## config.mk

```make
export PLATFORM = sky130hd
export DESIGN_NAME = rlfe_lane
export DESIGN_NICKNAME = d
export VERILOG_FILES = /design/src/design/rlfe_pkg.sv /design/src/design/rlfe_divider.sv /design/src/design/rlfe_lane.sv
export SDC_FILE = /design/constraint.sdc
export NUM_CORES = 1
export LEC_CHECK = 0
export BUFFER_PORTS_ARGS = -buffer_cell sky130_fd_sc_hd__buf_2
export CAP_MARGIN = 0
export CELL_PAD_IN_SITES_DETAIL_PLACEMENT = 0
export CELL_PAD_IN_SITES_GLOBAL_PLACEMENT = 2
export CORE_MARGIN = 1
export CORE_UTILIZATION = 30
export CTS_CLUSTER_SIZE = 8
export DETAILED_ROUTE_END_ITERATION = 12
export GPL_TIMING_DRIVEN = 0
export PLACE_DENSITY_LB_ADDON = 0.1
export SYNTH_ARGS = -nofsm -noshare
export SYNTH_HDL_FRONTEND = slang
export SYNTH_SLANG_ARGS = --single-unit
```

## constraint.sdc

```tcl
create_clock -name clock -period 8.7 [get_ports clock]
set_input_delay 0.87 -clock clock [delete_from_list [all_inputs] [get_ports clock]]
set_output_delay 0.87 -clock clock [all_outputs]
set_load 0.05 [all_outputs]
```

## src/design/rlfe_pkg.sv

```systemverilog
// shared types, codes and helpers of the rgbw fade engine
`default_nettype none
package rlfe_pkg;

   localparam logic [1:0] FUNC_FADE = 2'd0;
   localparam logic [1:0] FUNC_LAST = 2'd1;
   localparam logic [1:0] FUNC_TICK = 2'd2;

   localparam logic [2:0] CSR_COMMON_CATHODE = 3'd0;
   localparam logic [2:0] CSR_MAX_LEVEL      = 3'd1;
   localparam logic [2:0] CSR_DEFAULT_FIRST  = 3'd2;

   typedef struct packed {
      logic start;     // latch start colour and target, run the increment divide
      logic sel_last;  // target comes from the last colour
      logic save_last; // last colour takes the requested colour
      logic snap;      // current level jumps to the requested level
      logic mul;       // form step times increment
      logic apply;     // write the interpolated level
      logic cfg_wr;    // default colour written for this channel
   } lane_ctrl_type;

   typedef struct packed {
      logic tgt_differ;
      logic req_nonzero;
      logic raw_nonzero;
      logic busy;
   } lane_stat_type;

   // v * max / 255 for 8-bit values, divide by 255 as add and shift
   function automatic logic [7:0] scale_level(input logic [7:0] v, input logic [7:0] max_lvl);
      logic [15:0] p;
      logic [16:0] s;
      begin
         p = v * max_lvl;
         s = {1'b0, p} + {9'd0, p[15:8]} + 17'd1;
         scale_level = s[15:8];
      end
   endfunction

endpackage
`default_nettype wire

```

## src/design/rlfe_divider.sv

```systemverilog
// restoring divider, one quotient bit a cycle
`default_nettype none
module rlfe_divider #(
   parameter int W = 32
) (
   input  wire logic         clock,
   input  wire logic         reset,
   input  wire logic         start,
   input  wire logic [W-1:0] dividend,
   input  wire logic [W-1:0] divisor,
   output logic              busy,
   output logic [W-1:0]      quotient
);
   localparam int CW = $clog2(W + 1);

   logic [W:0]    rem_ff, rem_in, shifted;
   logic [W-1:0]  quo_ff, quo_in, div_ff, div_in;
   logic [CW-1:0] cnt_ff, cnt_in;
   logic          busy_ff, busy_in, ge;

   always_comb begin
      shifted = {rem_ff[W-1:0], quo_ff[W-1]};
      ge      = shifted >= {1'b0, div_ff};
      rem_in  = rem_ff;
      quo_in  = quo_ff;
      div_in  = div_ff;
      cnt_in  = cnt_ff;
      busy_in = busy_ff;
      if (start) begin
         rem_in  = '0;
         quo_in  = dividend;
         div_in  = divisor;
         cnt_in  = CW'(W);
         busy_in = 1'b1;
      end else if (busy_ff) begin
         rem_in  = ge ? (shifted - {1'b0, div_ff}) : shifted;
         quo_in  = {quo_ff[W-2:0], ge};
         cnt_in  = cnt_ff - CW'(1);
         busy_in = cnt_ff != CW'(1);
      end
   end

   always_ff @(posedge clock) begin
      rem_ff <= rem_in;
      quo_ff <= quo_in;
      div_ff <= div_in;
      if (reset) begin
         cnt_ff  <= '0;
         busy_ff <= 1'b0;
      end else begin
         cnt_ff  <= cnt_in;
         busy_ff <= busy_in;
      end
   end

   assign busy     = busy_ff;
   assign quotient = quo_ff;
endmodule
`default_nettype wire

```

## src/design/rlfe_lane.sv

```systemverilog
// one colour channel: levels, increment divide and interpolation
`default_nettype none
module rlfe_lane (
   input  wire logic                  clock,
   input  wire logic                  reset,
   input  wire rlfe_pkg::lane_ctrl_type ctrl,
   input  wire logic [7:0]            raw_level,
   input  wire logic [7:0]            max_level,
   input  wire logic [7:0]            cfg_value,
   input  wire logic [15:0]           steps,
   input  wire logic [15:0]           step,
   output rlfe_pkg::lane_stat_type    stat,
   output logic [7:0]                 current_level
);
   logic [7:0]  req_ff, req_in, cur_ff, cur_in, start_ff, start_in, last_ff, last_in;
   logic        neg_ff, neg_in;
   logic [7:0]  tgt, mag;
   logic [8:0]  diff;
   logic [15:0] quo;
   logic        busy;
   logic signed [17:0] inc;
   logic signed [34:0] prod_ff, prod_in;
   logic signed [35:0] val;

   rlfe_divider #(.W(16)) u_div (
      .clock    (clock),
      .reset    (reset),
      .start    (ctrl.start),
      .dividend ({mag, 8'd0}),
      .divisor  (steps),
      .busy     (busy),
      .quotient (quo)
   );

   always_comb begin
      tgt  = ctrl.sel_last ? last_ff : rlfe_pkg::scale_level(raw_level, max_level);
      diff = {1'b0, tgt} - {1'b0, cur_ff};
      mag  = diff[8] ? 8'(-diff) : diff[7:0];
      inc  = neg_ff ? -$signed({2'b00, quo}) : $signed({2'b00, quo});
      prod_in = ctrl.mul ? $signed({1'b0, step}) * inc : prod_ff;
      val  = $signed({20'd0, start_ff, 8'd0}) + 36'(prod_ff);

      req_in   = req_ff;
      cur_in   = cur_ff;
      start_in = start_ff;
      last_in  = last_ff;
      neg_in   = neg_ff;
      if (ctrl.cfg_wr) last_in = rlfe_pkg::scale_level(cfg_value, max_level);
      if (ctrl.save_last) last_in = req_ff;
      if (ctrl.start) begin
         req_in   = tgt;
         start_in = cur_ff;
         neg_in   = diff[8];
      end
      if (ctrl.snap) cur_in = req_ff;
      if (ctrl.apply) begin
         if (val < 0) cur_in = 8'd0;
         else if (val[35:8] > 28'd255) cur_in = 8'd255;
         else cur_in = val[15:8];
      end
   end

   always_ff @(posedge clock) begin
      prod_ff <= prod_in;
      if (reset) begin
         req_ff   <= '0;
         cur_ff   <= '0;
         start_ff <= '0;
         last_ff  <= '0;
         neg_ff   <= 1'b0;
      end else begin
         req_ff   <= req_in;
         cur_ff   <= cur_in;
         start_ff <= start_in;
         last_ff  <= last_in;
         neg_ff   <= neg_in;
      end
   end

   assign stat.tgt_differ  = tgt != req_ff;
   assign stat.req_nonzero = req_ff != 8'd0;
   assign stat.raw_nonzero = raw_level != 8'd0;
   assign stat.busy        = busy;
   assign current_level    = cur_ff;
endmodule
`default_nettype wire

```

==> flow_metrics.env <==
export IMPL_cp_data_arrival_time_ps=7510
export IMPL_netlist_instances=2490
export IMPL_cts_buffers=17
export IMPL_synth_top_area_share_pct=33.13
export IMPL_worstSkewPairLatency_ps=430
export IMPL_synth_seq_area_share_pct=12.63
export IMPL_worstReg2RegStart="u_div.quotient[10]"
export IMPL_synth_seq_cells=114
export IMPL_final_area_mm2=0.02511
export IMPL_fin_crit_ps=8380
export IMPL_post_dp_cell_area_mm2=0.02367
export IMPL_antenna_found_initial=3
export IMPL_die_w_um=273.5
export IMPL_worstHoldStart="u_div.rem_ff[15]"
export IMPL_core_area_mm2=0.07296
export IMPL_setup_worst_path_end_class="output port"
export IMPL_drtIter0Drc=577
export IMPL_async_flop_share_pct=0
export IMPL_rows=99
export IMPL_htree_levels=4
export IMPL_grt_pass1_wl_mm=102.9
export IMPL_synth_edf_count=51
export IMPL_grt_pass1_vias=17993
export IMPL_synth_area_mm2=0.02211
export IMPL_grt_max_degree=28
export IMPL_port_buffers=64
export IMPL_die_area_mm2=0.07480
export IMPL_cts_buffer_depth=2
export IMPL_finClkSkew_ps=7.574
export IMPL_drv_cap=0
export IMPL_worst_pin_slew_ps=1140
export IMPL_grt_overflow=0
export IMPL_vias=16746
export IMPL_route_detailed_drc=0
export IMPL_cp_start_kind="input port"
export IMPL_gp_congestion=0.7889
export IMPL_synth_area_leaders="fa_1, ha_1, inv_1"
export IMPL_critPathMaxFanout=7
export IMPL_postCtsHoldBufs=0
export IMPL_finalHoldViolCount=0
export IMPL_yosysTopAreaCell="fa_1"
export IMPL_worstSetupStartpoint="max_level[3]"
export IMPL_min_path_type="flip-flop to flip-flop"
export IMPL_fillCellCount=7610
export IMPL_cts_sinks=114
export IMPL_netlist_cell_type_count=85
export IMPL_initial_utilization_pct=30.31
export IMPL_syn_nets=3128
export IMPL_crit_type="input port to output port"
export IMPL_viasPerCell=4.680
export IMPL_critPathSlowestCell="fa_1"
export IMPL_final_antenna_net_count=0
export IMPL_setup_viol=0
export IMPL_critPathMaxStageDelay_ps=540
export IMPL_post_route_period_util_pct=96.32
export IMPL_first_pass_iters=5
export IMPL_routed_wl_mm=64.88
export IMPL_area_growth_pct=13.53
export IMPL_final_nets=3241
export IMPL_final_max_slew_viol_count=0
export IMPL_wire_per_inst_um=18.13
export IMPL_cpMostUsedCell="fa_1"
export IMPL_die_y_um=273.5
export IMPL_place_hpwl_mm=54.33
export IMPL_clk_pin_slew_ps=50
export IMPL_cts_root_buffer="clkbuf_16"
export IMPL_cts_tree="done"
export IMPL_max_freq_mhz=119.3
export IMPL_hold_ws_ps=477.7
export IMPL_synth_ff_type="dfxtp_1"
export IMPL_yosys_warnings=0
export IMPL_required_ps=7830
export IMPL_ios=77
export IMPL_track_usage_pct=17.79
export IMPL_relSlewSlack_pct=23.20
export IMPL_status="complete, no violations"
export IMPL_syn_area_per_cell_um2=8.881
export IMPL_drive_gt1_share_pct=8.830
[routing by layer]
layer  wire [um]  GRT usage [%]  up-vias
li1            -              -     8106
met1       32040          25.10     8461
met2       31060          30.33      163
met3        1452          1.465       16
met4         327          2.088        0
met5           0              0        -
[timing repair]
item | in CTS | in global routing
gates resized for setup | 63 | 85
pin swaps | 6 | 30
endpoints found under the setup margin | 23 | 17
setup buffers | 5 | 26
[registers in the layout, indices dropped and copies added, names as in the netlist]
signal          count
u_div.rem_ff       16
start_ff            8
u_div.quotient     16
u_div.cnt_ff        5
last_ff             8
current_level       8
prod_ff            27
u_div.div_ff       16
req_ff              8
u_div.busy          1
neg_ff              1
[logic make-up after synthesis]
kind of cell	count (synthesis)	share of synthesized area [%]
AND/OR/NAND/NOR	771	16.89
XOR/XNOR	113	4.623
multiplexers	28	1.284
buffers and inverters	571	9.805
adder cells (fa/ha/maj)	574	44.91
AO/OA/AOI/OAI	319	9.856
flip-flops	114	12.63
[synth_stat cells, types with 5 or more instances]
master / instances
a211o_1: 6
a211oi_1: 25
a21boi_0: 5
a21o_1: 20
a21oi_1: 90
a311oi_1: 5
a31oi_1: 7
and2_1: 204
and3_1: 15
buf_1: 13
clkbuf_1: 67
dfxtp_1: 63
edfxtp_1: 51
fa_1: 366
ha_1: 207
inv_1: 487
mux2i_1: 25
nand2_1: 289
nand2b_1: 13
nand3_1: 22
nand4_1: 14
nor2_1: 135
nor2b_1: 18
nor3_1: 23
nor4_1: 12
o211ai_1: 10
o21a_1: 15
o21ai_0: 61
o21bai_1: 6
o31ai_1: 8
o41ai_1: 6
or3_1: 10
xnor2_1: 76
xor2_1: 35
[worst paths after layout]
| check | depth (start not counted) | endpoint | slack, ps |
|---|---|---|---|
| setup / recovery | 29 | stat[3] | 320 |
| hold reg to reg | 2 | u_div.rem_ff[15] | 480 |
| hold / removal | 2 | u_div.rem_ff[15] | 480 |
| setup reg to reg | 25 | prod_ff[34] | 480 |
[stage by stage]
stage / std cells / util (%) / setup slack (ps) / TNS [ps]
3_3_place_gp: 3513 / 32.44 / -1373 / -16960
6_report: 3578 / 34.41 / 320.2 / 0
5_1_grt: 3575 / 34.40 / -54.63 / -188.6
2_1_floorplan: 2490 / - / 3.451 / 0
4_1_cts: 3549 / 33.71 / 11.65 / 0
3_5_place_dp: 3513 / 32.44 / -1346 / -17640
[placed cells by master (no fill, tap or decap), types with 6 or more instances in the layout]
master     synthesis  final
a211o_1            6      6
a211oi_1          25     24
a21o_1            20     19
a21oi_1           90     87
a31oi_1            7      6
and2_1           204    201
and3_1            15     14
buf_1             13     13
buf_2              1     55
buf_4              1     33
buf_6              0     12
clkbuf_1          67     50
clkbuf_16          0     20
dfxtp_1           63     63
edfxtp_1          51     51
fa_1             366    365
ha_1             207    202
inv_1            487    483
mux2i_1           25     23
nand2_1          289    288
nand2b_1          13     13
nand3_1           22     20
nand4_1           14     14
nor2_1           135    134
nor2b_1           18     16
nor3_1            23     21
nor4_1            12     11
o211ai_1          10     10
o21a_1            15     15
o21ai_0           61     55
o21ai_1            2      7
o21bai_1           6      6
or3_1             10     10
xnor2_1           76     60
xnor2_2            0     12
xor2_1            35     33
[area by class of cell]
cell class              count  area [um2]  area share [%]
flip-flops and latches    114        2793           11.12
repair buffers             95       608.1           2.422
plain buffers              83       475.5           1.894
inverters                 487        1828           7.281
well taps                 959        1200           4.779
multi-input cells        1805       17600           70.09
clock inverters            14       168.9          0.6728
clock buffers              18       429.2           1.709
diodes                      3       7.507         0.02990
[critical path, delay by kind of cell]
kind | cells | cell delay, ps
compound gates | 8 | 1920
xor+xnor | 2 | 300
fa+ha+maj | 7 | 2920
buf+inv | 8 | 810
mux | 1 | 270
simple gates | 3 | 420
Power is not shown: default switching activity piles up to over one toggle a cycle in this logic, so the estimate is an artifact.
