===== src/design/rlfe_divider.sv =====
// restoring divider, one quotient bit a cycle
`default_nettype none
module rlfe_divider #(
   parameter int W = 32
) (
   input  wire logic         clock,
   input  wire logic         reset,
   input  wire logic         start,
   input  wire logic [W-1:0] dividend,
   input  wire logic [W-1:0] divisor,
   output logic              busy,
   output logic [W-1:0]      quotient
);
   localparam int CW = $clog2(W + 1);

   logic [W:0]    rem_ff, rem_in, shifted;
   logic [W-1:0]  quo_ff, quo_in, div_ff, div_in;
   logic [CW-1:0] cnt_ff, cnt_in;
   logic          busy_ff, busy_in, ge;

   always_comb begin
      shifted = {rem_ff[W-1:0], quo_ff[W-1]};
      ge      = shifted >= {1'b0, div_ff};
      rem_in  = rem_ff;
      quo_in  = quo_ff;
      div_in  = div_ff;
      cnt_in  = cnt_ff;
      busy_in = busy_ff;
      if (start) begin
         rem_in  = '0;
         quo_in  = dividend;
         div_in  = divisor;
         cnt_in  = CW'(W);
         busy_in = 1'b1;
      end else if (busy_ff) begin
         rem_in  = ge ? (shifted - {1'b0, div_ff}) : shifted;
         quo_in  = {quo_ff[W-2:0], ge};
         cnt_in  = cnt_ff - CW'(1);
         busy_in = cnt_ff != CW'(1);
      end
   end

   always_ff @(posedge clock) begin
      rem_ff <= rem_in;
      quo_ff <= quo_in;
      div_ff <= div_in;
      if (reset) begin
         cnt_ff  <= '0;
         busy_ff <= 1'b0;
      end else begin
         cnt_ff  <= cnt_in;
         busy_ff <= busy_in;
      end
   end

   assign busy     = busy_ff;
   assign quotient = quo_ff;
endmodule
`default_nettype wire


===== config.mk =====
export PLATFORM = sky130hd
export DESIGN_NAME = rlfe_divider
export DESIGN_NICKNAME = d
export VERILOG_FILES = /design/src/design/rlfe_divider.sv
export SDC_FILE = /design/constraint.sdc
export NUM_CORES = 1
export LEC_CHECK = 0
export BUFFER_PORTS_ARGS = -buffer_cell sky130_fd_sc_hd__buf_2
export CORE_ASPECT_RATIO = 2
export CORE_MARGIN = 8
export CORE_UTILIZATION = 40
export DETAILED_ROUTE_END_ITERATION = 16
export GPL_TIMING_DRIVEN = 0
export PLACE_DENSITY = 0.59
export RECOVER_POWER = 25
export SKIP_CTS_REPAIR_TIMING = 1
export SLEW_MARGIN = 20
export SYNTH_ARGS = -nofsm -noshare
export SYNTH_HDL_FRONTEND = slang
export SYNTH_SLANG_ARGS = --single-unit
export TNS_END_PERCENT = 30

===== constraint.sdc =====
create_clock -name clock -period 3.4 [get_ports clock]
set_clock_uncertainty 0.1 [all_clocks]
set_input_delay 0.34 -clock clock [delete_from_list [all_inputs] [get_ports clock]]
set_output_delay 0.34 -clock clock [all_outputs]
set_load 0.1 [all_outputs]

==> metrics, run 1 <==
run status=finished, final reports clean; Synth Register Bits=103; nets=791; Wirelength per Cell=19.2 um; num rows=63; Rel. slew slack=roughly 47%; slowest cell delay on critical path=330 ps; P_leak=2.97 nW; Max clock buf depth=2; clock transition at the registers of the reported paths=80 ps; hold path depth=1; top cells by area, synth=edfxtp_1 (32%), dfxtp_1 (13%), ha_1 (7.1%), mux2_2 (6.0%), nand2_1 (3.9%); clock latency on the worst-skew pair=360 ps; DRC viols=0; Worst path depth=12; slowest cell on the critical path=nor4_2; worst path cell trace=inv_1 > ha_1 > clkbuf_1 > nand4_1 > nor4_2 > a31oi_1 > o21ai_1 > a211o_1 > a41o_1 > buf_4 > mux2i_1 > a211oi_1; power density over the cells=545 nW/um2; post-synth cell types=63; number of top-level pins=100; top fanout value on the critical path=10; Top delay family on crit path=compound AO/OA/AOI/OAI gates; vias per cell=5.46; VDD IR max=~0.00035 V; DR vias=between 4k and 5k; FF-to-FF path depth=12; post-synthesis average cell area=~10 um2; Worst-Margin Slew=793 ps; drt first pass iters=7; # diodes=0; Gate Count Post-Synth=579; minimum clock period=approximately 3200 ps; Max Slew Vio Count=0; share of cells above drive strength 1=27.3%; synth warn=0; vias in the first global route=5,184; GP Congestion=0.984; H-tree Lvls=3; most common cell in the synthesized netlist=edfxtp_1; Clk Tree Root Cell=clkbuf_16; EDFF count, synth=64; HPWL Detailed=13,300 um; Setup crit start kind=flop; Commonest cells post-synth=edfxtp_1 (64), nand2_1 (62), nor2_1 (46); Main synth FF type=edfxtp_1; CTS tree=built; global-route wire length before repair=between 20,000 and 30,000 um; Die Wd=103 um; Crit path buffers/inverters=3; Routed WL=17,100 um; setup TNS=0 ps; Setup Viol. Count Final=0; DR iter-0 viols=184; die area=19,400 um2; Max Clk Rate=314 MHz; total gr overflow=0; area grow syn2layout=17.5%; CORE AREA=14,700 um2; total global-route track usage=18.0%; Port Buffers=99; Final Hold Fails=0; Final Power=slightly below 4 mW; Arr. time, crit path=3290 ps; antenna violations before repair=0; starting density of the core=between 40% and 50%; Post-Syn Nets=681; Final Cycle Share=93.8%; CP endpoint kind=flop; post-synthesis async set-or-reset flop share=0%; Post-Syn Area=6000 um2; largest net degree at the start of global routing=34; unrepaired setup endpoints after global routing=no; Max Cap Viol=0; CTS buffer count=9; Hold WC Path Type=in -> reg; post-route ant nets=0; total clock sinks=103; Synth top area share=32.0%; Die H=between 150 and 200 um; WS Path Type=reg -> reg; worst path required time=3500 ps; leading area contributor after synthesis=edfxtp_1; Seq/Total Area, Yosys=45.0%
==> cell usage in the layout (no fill, tap or decap), types with 3 or more instances in the layout <==
cell type and n:
ha_1 34, a31oi_1 4, and3_1 4, nand2_1 62, nand2b_1 10, edfxtp_1 64, a21o_1 11, xnor2_1 15
mux2i_1 7, a211oi_1 7, a311oi_2 7, a21oi_1 37, nor3_1 13, clkbuf_16 9, clkbuf_8 4, buf_6 4
or3_1 4, clkbuf_1 10, o21a_1 5, mux2_2 32, nand4_1 8, dfxtp_1 39, o31ai_1 3, or2_2 3
buf_2 102, o211ai_1 5, inv_1 41, o21ai_0 13, nand3_1 7, o21bai_1 7, o21ai_1 3, nor2_1 46
xor2_1 14, a311oi_1 11, buf_4 4
==> final timing paths <==
check | startpoint | slack, ps | end
hold reg to reg | rem_ff[10] | 390 | rem_ff[10]
hold / removal | divisor[2] | 50 | div_ff[2]
setup reg to reg | div_ff[17] | 210 | rem_ff[17]
setup / recovery | div_ff[17] | 210 | rem_ff[17]
==> through the flow <==
step / hold slack, ps / cells / util (%) / setup slack [ps] / area (um2)
2_1_floorplan: 309 / 579 / - / 8.81 / 6000
3_3_place_gp: 379 / 873 / 45.7 / 154 / 6740
3_5_place_dp: 385 / 873 / 45.7 / 74.8 / 6740
4_1_cts: 47.6 / 888 / 47.8 / 57.7 / 7040
5_1_grt: 43.3 / 888 / 47.8 / 20.2 / 7050
6_report: 53.3 / 888 / 47.8 / 212 / 7050
==> per-layer routing <==
| layer | vias to the layer above | global-route usage, % | share of wire, % |
|---|---|---|---|
| met2 | 173 | 33.5 | 54 |
| met4 | 0 | 9.45 | 4.5 |
| met5 | - | 0 | 0 |
| met1 | 2304 | 17.1 | 36 |
| li1 | 2323 | - | - |
| met3 | 50 | 4.53 | 5.4 |
==> power breakdown <==
group | leakage (nW) | switching (mW) | internal (mW) | total, mW
sequential | 0.956 | 0.0649 | 1.45 | 1.52
combinational | 1.87 | 0.841 | 0.391 | 1.23
clock | 0.148 | 0.509 | 0.581 | 1.09
total | 2.97 | 1.42 | 2.43 | 3.84
==> state kept, by name, summed over array words and instances, names as in the netlist <==
name and count:
div_ff 32, busy 1, quotient 32, cnt_ff 6, rem_ff 32
==> cell type report <==
| type | count | area, um2 |
|---|---|---|
| fill | 1405 | 7690 |
| clock buffer | 9 | 225 |
| sequential | 103 | 2700 |
| tap | 195 | 244 |
| multi-input combinational | 406 | 2950 |
| clock inverter | 6 | 76.3 |
| inverter | 41 | 154 |
| timing repair buffer | 99 | 495 |
| buffer | 29 | 205 |
==> kinds of logic (layout without fill, tap and decap cells) <==
| kind of cell | count (synthesis) | count (layout) | synth area share [%] |
|---|---|---|---|
| AND/OR/NAND/NOR | 167 | 167 | 13.0 |
| adder cells (fa/ha/maj) | 35 | 35 | 7.42 |
| AO/OA/AOI/OAI | 135 | 135 | 17.0 |
| buffers and inverters | 70 | 184 | 5.99 |
| flip-flops | 103 | 103 | 45.0 |
| XOR/XNOR | 29 | 29 | 4.23 |
| multiplexers | 40 | 40 | 7.36 |
No activity file was read; power rests on OpenSTA's default activity.
==> run 2: changes to the inputs <==
--- a/config.mk
+++ b/config.mk
@@ -11,6 +11,7 @@
 export CORE_UTILIZATION = 40
 export DETAILED_ROUTE_END_ITERATION = 16
 export GPL_TIMING_DRIVEN = 0
+export MAX_ROUTING_LAYER = met4
 export PLACE_DENSITY = 0.59
 export RECOVER_POWER = 25
 export SKIP_CTS_REPAIR_TIMING = 1
==> constraint.sdc (replaced) <==
create_clock -name clock -period 3.78 [get_ports clock]
set_clock_uncertainty 0.1 [all_clocks]
set_input_delay 0.378 -clock clock [delete_from_list [all_inputs] [get_ports clock]]
set_output_delay 0.378 -clock clock [all_outputs]
set_load 0.1 [all_outputs]
==> run 2 against run 1 <==
Compared with the run above: global-route usage grew 0.75 points; via count shrank 1.1%; sequential power shrank 9.9%; final cell count grew 0.11%; design area shrank 0.27%; combinational power shrank 11%; sequential cell count is the same; critical endpoint unchanged; worst setup slack gained 330 ps; fmax shrank 1.5%; register-to-register slack gained 330 ps; largest power group unchanged.
==> metrics, run 2 (synthesis gave the netlist of run 1 again) <==
run status=finished, final reports clean (unchanged); GP Congestion=0.960 (was 0.984); worst path cell trace=inv_1 > ha_1 > clkbuf_1 > nand4_1 > nor4_1 > a31oi_1 > o21ai_1 > a211o_1 > a41o_1 > buf_4 > mux2i_1 > a211oi_1 (was inv_1 > ha_1 > clkbuf_1 > nand4_1 > nor4_2 > a31oi_1 > o21ai_1 > a211o_1 > a41o_1 > buf_4 > mux2i_1 > a211oi_1); vias in the first global route=5,118 (was 5,184); CORE AREA=14,700 um2 (unchanged); post-route ant nets=0 (unchanged); DRC viols=0 (unchanged); WS Path Type=reg -> reg (unchanged); Max Clk Rate=309 MHz (was 314 MHz); Max Cap Viol=0 (unchanged); starting density of the core=40.7% (unchanged); worst setup path endpoint=rem_ff[17] (unchanged); global-route wire length before repair=26,500 um (was 26,600 um); P_leak=2.97 nW (about the same); RR Startpoint=div_ff[17] (unchanged); Worst-Margin Slew=811 ps (was 793 ps); Rel. slew slack=44.5% (was 47.1%); number of top-level pins=100 (unchanged); setup TNS=0 ps (unchanged); clock transition at the registers of the reported paths=70 ps (was 80 ps); VDD IR max=0.000335 V (was 0.000347 V); setup ws final=544 ps (was 212 ps); worst r2r dst=rem_ff[17] (unchanged); clock latency on the worst-skew pair=360 ps (about the same); drt first pass iters=4 (was 7); power density over the cells=483 nW/um2 (was 545 nW/um2); num rows=63 (unchanged); Arr. time, crit path=3330 ps (was 3290 ps); Routed WL=17,000 um (was 17,100 um); total global-route track usage=18.7% (was 18.0%); antenna violations before repair=0 (unchanged); final instance area=7030 um2 (was 7050 um2); Critical path origin=div_ff[17] (unchanged); H-tree Lvls=3 (unchanged); CTS tree=built (unchanged); share of cells above drive strength 1=26.9% (was 27.3%); multi-input logic area=2940 um2 (was 2950 um2); largest net degree at the start of global routing=34 (unchanged); unrepaired setup endpoints after global routing=no (unchanged); HPWL Detailed=13,400 um (was 13,300 um); minimum clock period=3240 ps (was 3190 ps); die area=19,400 um2 (unchanged); slowest cell delay on critical path=460 ps (was 330 ps); Clk Tree Root Cell=clkbuf_16 (unchanged); total clock sinks=103 (unchanged); Post-Layout Cell Count=889 (was 888); Layout Utilization=47.7% (was 47.8%); vias per cell=5.39 (was 5.46); CP endpoint kind=flop (unchanged); nets=791 (unchanged); R2R Setup Slk=540 ps (was 210 ps); top fanout value on the critical path=10 (unchanged); Wirelength per Cell=19.1 um (was 19.2 um); DR vias=4,796 (was 4,850); worst hold margin=94.2 ps (was 53.3 ps); Area after DPL=6740 um2 (about the same); Hold WC Path Type=in -> reg (unchanged); Port Buffers=99 (unchanged); Max clock buf depth=2 (unchanged); most common cell after layout, fill and taps aside=buf_2 (unchanged); register area=2700 um2 (unchanged); Setup crit start kind=flop (unchanged); DR iter-0 viols=170 (was 184); pre-CTS setup slack=571 ps (was 74.8 ps); Die H=189 um (unchanged); FF-to-FF path depth=12 (unchanged); Final Power=3.40 mW (was 3.84 mW); Die Wd=103 um (unchanged); Final Hold Fails=0 (unchanged); Setup Viol. Count Final=0 (unchanged); CTS buffer count=9 (unchanged); total gr overflow=0 (unchanged); placed insts=873 (unchanged); Max Slew Vio Count=0 (unchanged); # diodes=0 (unchanged); area grow syn2layout=17.2% (was 17.5%); most frequent cells in the layout=buf_2 (102), edfxtp_1 (64), nand2_1 (62) (unchanged); slowest cell on the critical path=nor4_1 (was nor4_2); worst path required time=3880 ps (was 3500 ps); # fillers=1,421 (was 1,405); Final Cycle Share=85.6% (was 93.8%)
## run 2: changes by cell type in the layout (fill, tap and decap cells not counted), sizes merged
cell / previous run / this run
clkinvlp: 0 / 1
inv: 44 / 42
clkbuf: 24 / 26
clkinv: 2 / 3
bufinv: 1 / 0
## run 2: how the worst min path moves through the flow
stage                            from         end  slack [ps]  cells past startpoint
final                     divisor[31]  div_ff[31]          90                      1
after global routing      divisor[24]  div_ff[24]          80                      1
after CTS                 divisor[28]  div_ff[28]          80                      1
after detailed placement   rem_ff[10]  rem_ff[10]         390                      2
after global placement     rem_ff[10]  rem_ff[10]         390                      2
after floorplan                 reset   cnt_ff[5]         350                      1
## run 2: worst max-delay path: cells and delay by family, from the launching register on
family,cells,cell delay (ps)
muxes,1,300
buffers and inverters,3,580
adders and majority gates,1,260
DFF,1,330
AOI/OAI and AO/OA,5,800
and+or+nand+nor,2,710
## run 2: layout make-up
class / instances / share of cell area (%)
Timing Repair Buffer: 99 / 7.05
Clock buffer: 11 / 3.61
Tap cell: 195 / 3.47
Multi-Input combinational cell: 406 / 41.8
Inverter: 41 / 2.19
Clock inverter: 5 / 0.552
Sequential cell: 103 / 38.4
Buffer: 29 / 2.92
## run 2: per-layer routing
metal	vias to the layer above	GRT usage, %	routed length (um)
met1	2269	17.5	6050
met5	-	-	0
met2	156	34.2	9390
li1	2324	-	-
met4	0	11.2	827
met3	47	3.05	705
## run 2: power by group
group	total [mW]	internal [mW]	switching, mW
sequential	1.37	1.31	0.0596
combinational	1.10	0.351	0.752
clock	0.925	0.491	0.434
